### config.mk
export PLATFORM = sky130hd
export DESIGN_NAME = length_prefixed_request_deframer
export DESIGN_NICKNAME = d
export VERILOG_FILES = /design/src/rtl/lprd_pkg.sv /design/src/rtl/length_prefixed_request_deframer.sv /design/src/rtl/lprd_front.sv /design/src/rtl/lprd_queue.sv /design/src/rtl/lprd_back.sv
export SDC_FILE = /design/constraint.sdc
export NUM_CORES = 1
export LEC_CHECK = 0
export BUFFER_PORTS_ARGS = -buffer_cell sky130_fd_sc_hd__buf_2
export CELL_PAD_IN_SITES_DETAIL_PLACEMENT = 2
export CELL_PAD_IN_SITES_GLOBAL_PLACEMENT = 2
export CORE_UTILIZATION = 40
export DETAILED_ROUTE_END_ITERATION = 8
export PLACE_DENSITY = 0.78
export SYNTH_ARGS = -nofsm -noshare
export SYNTH_HDL_FRONTEND = slang
export SYNTH_SLANG_ARGS = --single-unit
export TNS_END_PERCENT = 100
### constraint.sdc
create_clock -name clock -period 7.05 [get_ports clock]
set_input_delay 0.3525 -clock clock [delete_from_list [all_inputs] [get_ports clock]]
set_output_delay 0.3525 -clock clock [all_outputs]
set_load 0.005 [all_outputs]
### src/rtl/lprd_pkg.sv
// ----------------------------------------------------------------------------
// lprd_pkg
// Shared types and constants for the length-prefixed request deframer.
// ----------------------------------------------------------------------------
`default_nettype none

package lprd_pkg;

   localparam int unsigned HeaderBytes = 4;
   localparam int unsigned QueueDepth  = 2;

   // Parser phase, one-hot
   typedef enum logic [3:0] {
      PH_COUNT   = 4'b0001,
      PH_LENGTH  = 4'b0010,
      PH_PAYLOAD = 4'b0100,
      PH_DONE    = 4'b1000
   } phase_type;

   typedef struct packed {
      logic [7:0] rx_byte;
      logic       buffer_end;
   } req_type;

   typedef struct packed {
      logic        string_start;
      logic [31:0] string_length;
      logic [31:0] string_number;
      logic        payload_valid;
      logic [7:0]  payload_byte;
      logic        payload_final;
      logic        request_done;
      logic        request_status;
   } rsp_type;

   // Compact action record passed from the parser to the output stage.
   // value carries the string length on a start, the byte in [7:0] on payload.
   typedef struct packed {
      logic        start;
      logic        payload;
      logic        final_byte;
      logic        done;
      logic        status;
      logic [31:0] value;
      logic [31:0] number;
   } op_type;

   // Queue status toward the parser
   typedef struct packed {
      logic full;
      logic empty;
   } queue_status_type;

endpackage

`default_nettype wire

### src/rtl/length_prefixed_request_deframer.sv
// ----------------------------------------------------------------------------
// length_prefixed_request_deframer
// Streams a request buffer byte by byte: reads a string count, then a length
// header and payload for each string, and reports ok or malformed at the end.
// ----------------------------------------------------------------------------
//
//   channel  | direction | handshake              | payload
//   ---------+-----------+------------------------+---------------------------
//   req_     | in        | req_valid / req_ready  | req_data (rx_byte, end)
//   rsp_     | out       | rsp_valid / rsp_ready  | rsp_data (string/payload/
//            |           |                        |   done fields)
//
// One request byte per cycle while the queue has room. A byte that yields a
// result goes through the action queue into the output register once that
// is free; header and trailing bytes that yield nothing just update the parser.
// Synchronous active-high reset returns the parser to the string-count phase
// and empties the queue and output register.
// req_ready drops only when the two-entry queue is full, which happens only
// after the consumer has held rsp_ready low.
// ----------------------------------------------------------------------------
`default_nettype none

module length_prefixed_request_deframer (
   input  wire logic              clock,
   input  wire logic              reset,
   input  wire logic              req_valid,
   output logic                   req_ready,
   input  wire lprd_pkg::req_type req_data,
   output logic                   rsp_valid,
   input  wire logic              rsp_ready,
   output lprd_pkg::rsp_type      rsp_data
);

   logic                       req_accept;
   logic                       op_valid;
   lprd_pkg::op_type           front_op;
   lprd_pkg::op_type           head_op;
   lprd_pkg::queue_status_type q_status;
   logic                       op_take;

   // Accept whenever the queue has room.
   assign req_ready  = !q_status.full;
   assign req_accept = req_valid && req_ready;

   // Parse the byte and classify it into an action record.
   lprd_front u_front (
      .clock    (clock),
      .reset    (reset),
      .accept   (req_accept),
      .req      (req_data),
      .op_valid (op_valid),
      .op       (front_op)
   );

   // Buffer actions so the parser keeps going while the consumer stalls.
   lprd_queue u_queue (
      .clock   (clock),
      .reset   (reset),
      .push    (op_valid),
      .push_op (front_op),
      .pop     (op_take),
      .head_op (head_op),
      .status  (q_status)
   );

   // Expand actions into result transactions and hold them for the consumer.
   lprd_back u_back (
      .clock     (clock),
      .reset     (reset),
      .op_avail  (!q_status.empty),
      .op        (head_op),
      .op_take   (op_take),
      .rsp_valid (rsp_valid),
      .rsp_ready (rsp_ready),
      .rsp_data  (rsp_data)
   );

   // A result never both starts a string and carries a payload byte.
   a_start_xor_payload: assert property (@(posedge clock) disable iff (reset)
      rsp_valid |-> !(rsp_data.string_start && rsp_data.payload_valid))
      else $error("string start and payload in one result");

   // Malformed status only accompanies the end of a request.
   a_status_with_done: assert property (@(posedge clock) disable iff (reset)
      (rsp_valid && rsp_data.request_status) |-> rsp_data.request_done)
      else $error("status without request_done");

   // A string's final byte is always a payload byte.
   a_final_is_payload: assert property (@(posedge clock) disable iff (reset)
      (rsp_valid && rsp_data.payload_final) |-> rsp_data.payload_valid)
      else $error("payload_final without payload_valid");

   // The queue never takes an action while full.
   a_no_overflow: assert property (@(posedge clock) disable iff (reset)
      op_valid |-> !q_status.full)
      else $error("action pushed into a full queue");

endmodule

`default_nettype wire

### src/rtl/lprd_front.sv
// ----------------------------------------------------------------------------
// lprd_front
// Parser: tracks phase, header assembly and counters, one byte per cycle
// while accept is high, and emits one action record for each byte that
// produces a result.
`default_nettype none

module lprd_front (
   input  wire logic              clock,
   input  wire logic              reset,
   input  wire logic              accept,
   input  wire lprd_pkg::req_type req,
   output logic                   op_valid,
   output lprd_pkg::op_type       op
);

   lprd_pkg::phase_type phase_ff, phase_in;
   logic [1:0]          pos_ff, pos_in;
   logic [31:0]         acc_ff, acc_in;
   logic [31:0]         strings_left_ff, strings_left_in;
   logic [31:0]         payload_left_ff, payload_left_in;
   logic [31:0]         current_ff, current_in;
   logic                malformed_ff, malformed_in;

   logic [31:0]         acc_merged;
   logic [31:0]         strings_dec;
   logic [31:0]         payload_dec;

   assign acc_merged  = acc_ff | ({24'd0, req.rx_byte} << {pos_ff, 3'b000});
   assign strings_dec = strings_left_ff - 32'd1;
   assign payload_dec = payload_left_ff - 32'd1;

   always_comb begin
      phase_in        = phase_ff;
      pos_in          = pos_ff;
      acc_in          = acc_ff;
      strings_left_in = strings_left_ff;
      payload_left_in = payload_left_ff;
      current_in      = current_ff;
      malformed_in    = malformed_ff;
      op              = '0;

      case (phase_ff)
         lprd_pkg::PH_COUNT, lprd_pkg::PH_LENGTH: begin
            if (pos_ff == 2'(lprd_pkg::HeaderBytes - 1)) begin
               pos_in = '0;
               acc_in = '0;
               if (phase_ff == lprd_pkg::PH_COUNT) begin
                  strings_left_in = acc_merged;
                  phase_in = (acc_merged == 32'd0) ? lprd_pkg::PH_DONE
                                                   : lprd_pkg::PH_LENGTH;
               end else begin
                  op.start        = 1'b1;
                  op.value        = acc_merged;
                  op.number       = current_ff;
                  payload_left_in = acc_merged;
                  if (acc_merged == 32'd0) begin
                     current_in      = current_ff + 32'd1;
                     strings_left_in = strings_dec;
                     phase_in = (strings_dec == 32'd0) ? lprd_pkg::PH_DONE
                                                       : lprd_pkg::PH_LENGTH;
                  end else begin
                     phase_in = lprd_pkg::PH_PAYLOAD;
                  end
               end
            end else begin
               pos_in = pos_ff + 2'd1;
               acc_in = acc_merged;
            end
         end
         lprd_pkg::PH_PAYLOAD: begin
            op.payload      = 1'b1;
            op.value        = {24'd0, req.rx_byte};
            op.number       = current_ff;
            payload_left_in = payload_dec;
            if (payload_dec == 32'd0) begin
               op.final_byte   = 1'b1;
               current_in      = current_ff + 32'd1;
               strings_left_in = strings_dec;
               phase_in = (strings_dec == 32'd0) ? lprd_pkg::PH_DONE
                                                 : lprd_pkg::PH_LENGTH;
            end
         end
         lprd_pkg::PH_DONE: begin
            malformed_in = 1'b1;
         end
         default: begin
            phase_in = lprd_pkg::PH_COUNT;
         end
      endcase

      if (req.buffer_end) begin
         op.done   = 1'b1;
         op.status = (phase_in != lprd_pkg::PH_DONE) || malformed_in;
         phase_in        = lprd_pkg::PH_COUNT;
         pos_in          = '0;
         acc_in          = '0;
         strings_left_in = '0;
         payload_left_in = '0;
         current_in      = '0;
         malformed_in    = 1'b0;
      end
   end

   assign op_valid = accept && (op.start || op.payload || op.done);

   always_ff @(posedge clock) begin
      if (reset) begin
         phase_ff        <= lprd_pkg::PH_COUNT;
         pos_ff          <= '0;
         acc_ff          <= '0;
         strings_left_ff <= '0;
         payload_left_ff <= '0;
         current_ff      <= '0;
         malformed_ff    <= 1'b0;
      end else if (accept) begin
         phase_ff        <= phase_in;
         pos_ff          <= pos_in;
         acc_ff          <= acc_in;
         strings_left_ff <= strings_left_in;
         payload_left_ff <= payload_left_in;
         current_ff      <= current_in;
         malformed_ff    <= malformed_in;
      end
   end

endmodule

`default_nettype wire

### src/rtl/lprd_queue.sv
// ----------------------------------------------------------------------------
// lprd_queue
// Two-entry action queue between the parser and the output stage.
// ----------------------------------------------------------------------------
`default_nettype none

module lprd_queue (
   input  wire logic                       clock,
   input  wire logic                       reset,
   input  wire logic                       push,
   input  wire lprd_pkg::op_type           push_op,
   input  wire logic                       pop,
   output lprd_pkg::op_type                head_op,
   output lprd_pkg::queue_status_type      status
);

   localparam int unsigned PtrWidth = $clog2(lprd_pkg::QueueDepth);

   lprd_pkg::op_type      mem [lprd_pkg::QueueDepth];
   logic [PtrWidth-1:0]   wr_ptr_ff, wr_ptr_in;
   logic [PtrWidth-1:0]   rd_ptr_ff, rd_ptr_in;
   logic [PtrWidth:0]     count_ff, count_in;

   assign status.full  = (count_ff == (PtrWidth+1)'(lprd_pkg::QueueDepth));
   assign status.empty = (count_ff == '0);
   assign head_op      = mem[rd_ptr_ff];

   always_comb begin
      wr_ptr_in = push ? wr_ptr_ff + 1'b1 : wr_ptr_ff;
      rd_ptr_in = pop  ? rd_ptr_ff + 1'b1 : rd_ptr_ff;
      count_in  = count_ff + (PtrWidth+1)'(push) - (PtrWidth+1)'(pop);
   end

   always_ff @(posedge clock) begin
      if (push) begin
         mem[wr_ptr_ff] <= push_op;
      end
   end

   always_ff @(posedge clock) begin
      if (reset) begin
         wr_ptr_ff <= '0;
         rd_ptr_ff <= '0;
         count_ff  <= '0;
      end else begin
         wr_ptr_ff <= wr_ptr_in;
         rd_ptr_ff <= rd_ptr_in;
         count_ff  <= count_in;
      end
   end

endmodule

`default_nettype wire

### src/rtl/lprd_back.sv
// ----------------------------------------------------------------------------
// lprd_back
// Output stage: expands action records into result transactions and holds
// each one in a register until the consumer takes it.
// ----------------------------------------------------------------------------
`default_nettype none

module lprd_back (
   input  wire logic             clock,
   input  wire logic             reset,
   input  wire logic             op_avail,
   input  wire lprd_pkg::op_type op,
   output logic                  op_take,
   output logic                  rsp_valid,
   input  wire logic             rsp_ready,
   output lprd_pkg::rsp_type     rsp_data
);

   logic              valid_ff, valid_in;
   lprd_pkg::rsp_type data_ff, data_in;

   assign op_take = op_avail && (!valid_ff || rsp_ready);

   always_comb begin
      data_in.string_start   = op.start;
      data_in.string_length  = op.start ? op.value : 32'd0;
      data_in.string_number  = (op.start || op.payload) ? op.number : 32'd0;
      data_in.payload_valid  = op.payload;
      data_in.payload_byte   = op.payload ? op.value[7:0] : 8'd0;
      data_in.payload_final  = op.final_byte;
      data_in.request_done   = op.done;
      data_in.request_status = op.status;
      valid_in = op_take || (valid_ff && !rsp_ready);
   end

   always_ff @(posedge clock) begin
      if (reset) begin
         valid_ff <= 1'b0;
      end else begin
         valid_ff <= valid_in;
      end
   end

   always_ff @(posedge clock) begin
      if (op_take) begin
         data_ff <= data_in;
      end
   end

   assign rsp_valid = valid_ff;
   assign rsp_data  = data_ff;

endmodule

`default_nettype wire

* After elaboration in Yosys (flattened, before gate mapping) *
Memory sizes are Yosys's and may differ from the RTL's. A register that Yosys moved wholly into a read port is not among the register bits.
Cells that the tools add are included.

operators by class
  equal/unequal tests = 12
  shifts and indexed selects = 1
  mux-type cells = 45
  bitwise gates (word level) = 1
  add/sub/neg operators = 8
  reductions and logical operators = 25

operators by type and width
  operator                 count
  $mux W32                 16
  $pmux W32 S2             3
  $mux W64                 2
  $pmux W64 S2             1
  $logic_not A32 Y1        3
  $sub A32 B1 Y32 const B  2
  $add A32 B1 Y32 const B  1
  $or A32 B32 Y32          1
  $shl A8 B5 Y32           1
  $mux W4                  7
  $pmux W4 S3              1
  $mux W1                  10
  $mux W2                  5
  $ne A3 B2 Y1 const B     3
  $logic_or A1 B1 Y1       6
  $reduce_and A6 Y1        1
  $reduce_and A5 Y1        1
  $eq A2 B2 Y1 const B     2
  $eq A4 B1 Y1 const B     1
  $eq A4 B2 Y1 const B     1
  $eq A4 B3 Y1 const B     1
  $eq A4 B4 Y1 const B     1
  $logic_and A1 B1 Y1      4
  $logic_not A1 Y1         4
  other kinds (13)         14

word-level totals
  memories = 1
  input port bits = 13
  bits in registers = 217
  RAM bits = 138
  output and inout bits = 79

memories
  name         depth  width  rd ports  clocked after memory_dff  wr ports  line              text
  u_queue.mem  2      69     1         1                         1         lprd_queue.sv:19  lprd_pkg::op_type mem [lprd_pkg::QueueDepth];

* Logic depth before layout (Yosys ltp) *
  depth in word-level cells = 14
  mapped depth = 14
  mapped depth without buffers = 11

* By module *
From an unflattened synthesis, not the netlist that was laid out.

unflattened totals
  cell total of the unflattened synthesis = 1673
  area, all modules = 17180.2 µm²

by module, submodules not included
  module                            seq. area each (µm²)  times used  cells an instance  area each (µm²)
  lprd_front                        2702.6                1           1273               8969.9
  lprd_queue                        4244.1                1           236                5237.5
  lprd_back                         2332.2                1           161                2959.1
  length_prefixed_request_deframer  0.0                   1           3                  13.8

* Least setup slack after synthesis *
No wires, ideal clock.

  kind = register to register
  start point = register u_front.phase_ff[2]
  end point = memory u_queue.mem[0][0] (netlist name), enable pin
  data required time = 6553 ps
  path buffers = 3
  cell stages (with the launch flop) = 9
  arrival time = 4511 ps
  path slack = 2042 ps
  period minus slack after synthesis = 5008 ps
  cell sequence = dfxtp_1 -> clkbuf_1 -> nand2b_1 -> or3_1 -> clkbuf_1 -> nand2_1 -> o21ai_1 -> clkbuf_1 -> nor2_1

between the ends
  cells in the longest elaborated chain, start to end = 9

ends and longest elaborated chain
  what                                  line                                text
  from (decl)                           lprd_front.sv:17                    lprd_pkg::phase_type phase_ff, phase_in;
  from (signal assigned)                lprd_front.sv:109                   phase_ff <= lprd_pkg::PH_COUNT;
  from (signal assigned)                lprd_front.sv:117                   phase_ff <= phase_in;
  $eq A4 B1 Y1                          lprd_front.sv:43, lprd_front.sv:48
  $mux W1                               lprd_front.sv:48                    if (phase_ff == lprd_pkg::PH_COUNT) begin
  $mux W1                               lprd_front.sv:45                    if (pos_ff == 2'(lprd_pkg::HeaderBytes - 1)) begin
  $mux W1                               lprd_front.sv:43                    case (phase_ff)
  $logic_or A1 B1 Y1 (*) (2 in series)  lprd_front.sv:105                   assign op_valid = accept && (op.start || op.payload || op.done);
  $logic_and A1 B1 Y1 (*)               lprd_front.sv:105
  $mux W1 (*)                           lprd_queue.sv:35                    if (push) begin
  $mux W1 (not written as such) (*)     lprd_queue.sv:36                    mem[wr_ptr_ff] <= push_op;
  to (decl)                             lprd_queue.sv:19

Every way passes the cells marked *; elsewhere a longest branch is shown, timed or not.

* Worst setup path after layout *
  start point = register u_front.pos_ff[0]
  end point = memory u_queue.mem[0][58] (netlist name), enable pin

between the ends
  cells in the longest elaborated chain, start to end = 8

ends and longest elaborated chain
  what                              line               text
  from (decl)                       lprd_front.sv:18   logic [1:0] pos_ff, pos_in;
  from (signal assigned)            lprd_front.sv:118  pos_ff <= pos_in;
  $eq A2 B2 Y1                      lprd_front.sv:45
  $mux W1                           lprd_front.sv:45
  $mux W1                           lprd_front.sv:43
  $logic_or A1 B1 Y1 (2 in series)  lprd_front.sv:105
  $logic_and A1 B1 Y1               lprd_front.sv:105
  $mux W1                           lprd_queue.sv:35
  $mux W1 (not written as such)     lprd_queue.sv:36

No other way between the ends.

==> results.cfg <==
[setup_path]
critPathRequiredTime_ns = 7.25
crit_path_max_incr_delay_ns = 1.07
cpMostUsedCell = buf_4
reg2reg_slack_ns = 2.27
worst_path_max_delay_cell = nor2_4
critPathMaxFanout = 38
critPathCaptureType = register
crit_family = simple AND/OR/NAND/NOR gates
critPathBufInv = 3
worstPathCellList = ha_1, nand3_1, buf_4, nand2_1, o21ai_2, buf_4, nor2_4, buf_4
critPathKind = register to register
cp_data_arrival_time_ns = 4.98
start_kind = register

[clock_tree]
ctsResizeCount = 0
cts_sinks = 356
clockBufferDepth = 3
insertion_delay_ns = 0.58
htree_levels = 2
cts_tree = built
cts.clk_slew.worst_paths_ns = 0.06
root_buffer = clkbuf_16
numCtsBuffers = 41
holdBufCountCts = 0
cts_setup_buffers = 0

[power_and_ir_drop]
leakagePower_uw = 0.00653
cellPowerDensity_mw_per_mm2 = 336
total_power_uw = 6360
max-vdd-ir-drop_mv = 0.179

[die]
dieWidth_um = 207
die_h_um = 207
initial_core_util_pct = 40.8
core_area_mm2 = 0.0410
dieArea_mm2 = 0.0427
num_rows = 74
pin_count = 92

[sta]
tns_ns = 0
clock_skew_ns = 0.0228
hold_viol = 0
fmax_mhz = 209
hold_ws_ns = 0.182
setup_viol = 0
fin_crit_ns = 4.78
final_max_slew_viol_count = 0
finalCritPeriodShare_pct = 67.7
slew_headroom_pct = 6.97
rsz0062_at_grt = false
worst_pin_slew_ns = 1.39

[detailed_routing]
routedWlPerCell_um = 28.7
vias = 14260
detail-route-antenna-nets = 0
drc = 14
dr.first_iter.drc_count = 1294
drt-total-wl_um = 65600
via_per_inst = 6.23
dr.pass1.iters = 7

[place]
portBuffers = 91
dpl.hpwl_um = 41700
gp_congestion = 0.814
place_inst = 2212

[logic_synthesis]
synth_ff_type = edfxtp_1
syn-cell-area_mm2 = 0.0167
synth-edff-count = 215
seq_area_frac_synth_pct = 55.4
synthArstFlopShare_pct = 0
yosys_register_bits = 356
syn_nets = 1717
synthDistinctLibCells = 77
synth_area_per_cell_um2 = 9.87
netlist_instances = 1696
yosys_warnings = 0

[run_status]
violations = DRC
status = finished, violations left

[cells_and_area]
drive_gt1_share_pct = 11.6
layout.nets = 1744
syn2layout_area_growth_pct = 13.2
fin_cells = 2288
antennaDiodeCount = 0
fillCellCount = 4152

[run]
maxCapViolations = 0

[global_route]
grt_usage_pct = 30.8
grt_pass1_vias = 14906
grt_max_degree = 80
grt_first_pass_wirelength_um = 98200
antenna_found_initial = 0
grt.overflow.total = 0

[min_path]
hp-class = primary input to register
## synth_stat cells, drive strengths merged, types with 3 or more instances
| library cell | n | area share (%) |
|---|---|---|
| nor2 | 259 | 5.8 |
| edfxtp | 215 | 39 |
| a21oi | 152 | 4.5 |
| dfxtp | 141 | 17 |
| nand2 | 111 | 2.5 |
| clkbuf | 102 | 2.3 |
| o21ai | 93 | 2.8 |
| nor3 | 74 | 2.2 |
| mux2i | 67 | 4.0 |
| or3 | 43 | 1.6 |
| nor4 | 38 | 1.7 |
| and2 | 36 | 1.4 |
| nand3 | 32 | 0.99 |
| inv | 30 | 0.67 |
| xnor2 | 27 | 1.4 |
| buf | 25 | 0.71 |
| nand4 | 25 | 0.97 |
| xor2 | 18 | 0.94 |
| a22oi | 13 | 0.58 |
| a31oi | 13 | 0.49 |
| nand3b | 12 | 0.54 |
| nor2b | 12 | 0.49 |
| nand2b | 11 | 0.41 |
| o32ai | 11 | 0.58 |
| a32oi | 10 | 0.52 |
| nor3b | 9 | 0.43 |
| and3 | 8 | 0.30 |
| ha | 8 | 0.60 |
| nand4b | 6 | 0.31 |
| nor4b | 6 | 0.31 |
| o22ai | 6 | 0.22 |
| or2 | 6 | 0.22 |
| or4 | 6 | 0.29 |
| a2111oi | 5 | 0.26 |
| o211ai | 5 | 0.22 |
| o31ai | 5 | 0.25 |
| a211o | 4 | 0.21 |
| a21o | 4 | 0.18 |
| o21a | 4 | 0.18 |
| o41ai | 4 | 0.21 |
| or4b | 4 | 0.24 |
| a2111o | 3 | 0.20 |
| and4 | 3 | 0.16 |
| mux2 | 3 | 0.20 |
| o31a | 3 | 0.16 |
## metal layers
metal,up-vias,routed length [µm],track usage [%]
met5,-,0,0
met4,0,1900,10.5
met3,129,4050,5.02
met2,556,31600,51.6
met1,7339,28100,40.3
li1,6236,-,-
## worst paths after layout
path                                                    end  depth (start not counted)                        start
worst max register to register           u_queue.mem[0][58]                          8            u_front.pos_ff[0]
worst max-delay path                     u_queue.mem[0][58]                          8            u_front.pos_ff[0]
worst min-delay path                       u_back.rsp_valid                          3                    rsp_ready
worst min register to register  u_front.strings_left_ff[21]                          2  u_front.strings_left_ff[21]
## kinds of logic (layout without fill, tap and decap cells)
logic type / Yosys count / after routing / synth area share [%]
xor+xnor: 45 / 45 / 2.35
simple gates: 707 / 707 / 21.2
fa+ha+maj: 8 / 8 / 0.598
mux: 70 / 70 / 4.21
flops: 356 / 356 / 55.4
buf+inv: 157 / 217 / 3.67
compound gates: 353 / 353 / 12.6
## worst min-delay path: cells and delay by family
kind | cells | cell delay (ns)
and+or+nand+nor | 1 | 0.16
AOI/OAI and AO/OA | 1 | 0.09
buffers and inverters | 1 | 0.08
## flip-flops by register name, summed over array words and instances (netlist names), named ones only
register,count
u_front.malformed_ff,1
u_front.current_ff,32
u_queue.mem,138
u_queue.wr_ptr_ff,1
u_front.payload_left_ff,32
u_queue.count_ff,2
u_back.rsp_data,77
u_front.strings_left_ff,32
u_front.pos_ff,2
u_back.rsp_valid,1
u_front.acc_ff,32
u_front.phase_ff,4
u_queue.rd_ptr_ff,1
## cell type report
cell class | count | area [µm²] | area share, %
sequential | 356 | 9280 | 49.0
multi-input combinational | 1183 | 6900 | 36.4
clock buffer | 59 | 1140 | 6.04
tap | 532 | 666 | 3.51
timing repair buffer | 111 | 608 | 3.21
clock inverter | 17 | 233 | 1.23
inverter | 30 | 113 | 0.594
## metrics by stage
step | setup WS, ns | cell area [µm²] | utilization (%)
after detailed placement | 2.48 | 17600 | 42.8
after global routing | 2.04 | 18900 | 46.2
after floorplan | 2.04 | 16700 | -
after global placement | 2.83 | 17600 | 42.8
final | 2.27 | 18900 | 46.2
after CTS | 2.32 | 18900 | 46.2
## layout by cell type (no fill, tap or decap), drive strengths merged, types with 38 or more instances in the layout
master	synthesis	routed
nor2	259	259
edfxtp	215	215
a21oi	152	152
dfxtp	141	141
nand2	111	111
buf	25	111
o21ai	93	93
nor3	74	74
mux2i	67	67
clkbuf	102	59
or3	43	43
nor4	38	38
## power by group
group	leakage, µW	internal [µW]	switching [µW]	total (µW)
sequential	0.00308	2560	179	2740
combinational	0.00277	460	901	1360
clock	0.000675	1320	935	2260
Note: power is estimated with default switching activity, not from simulation.
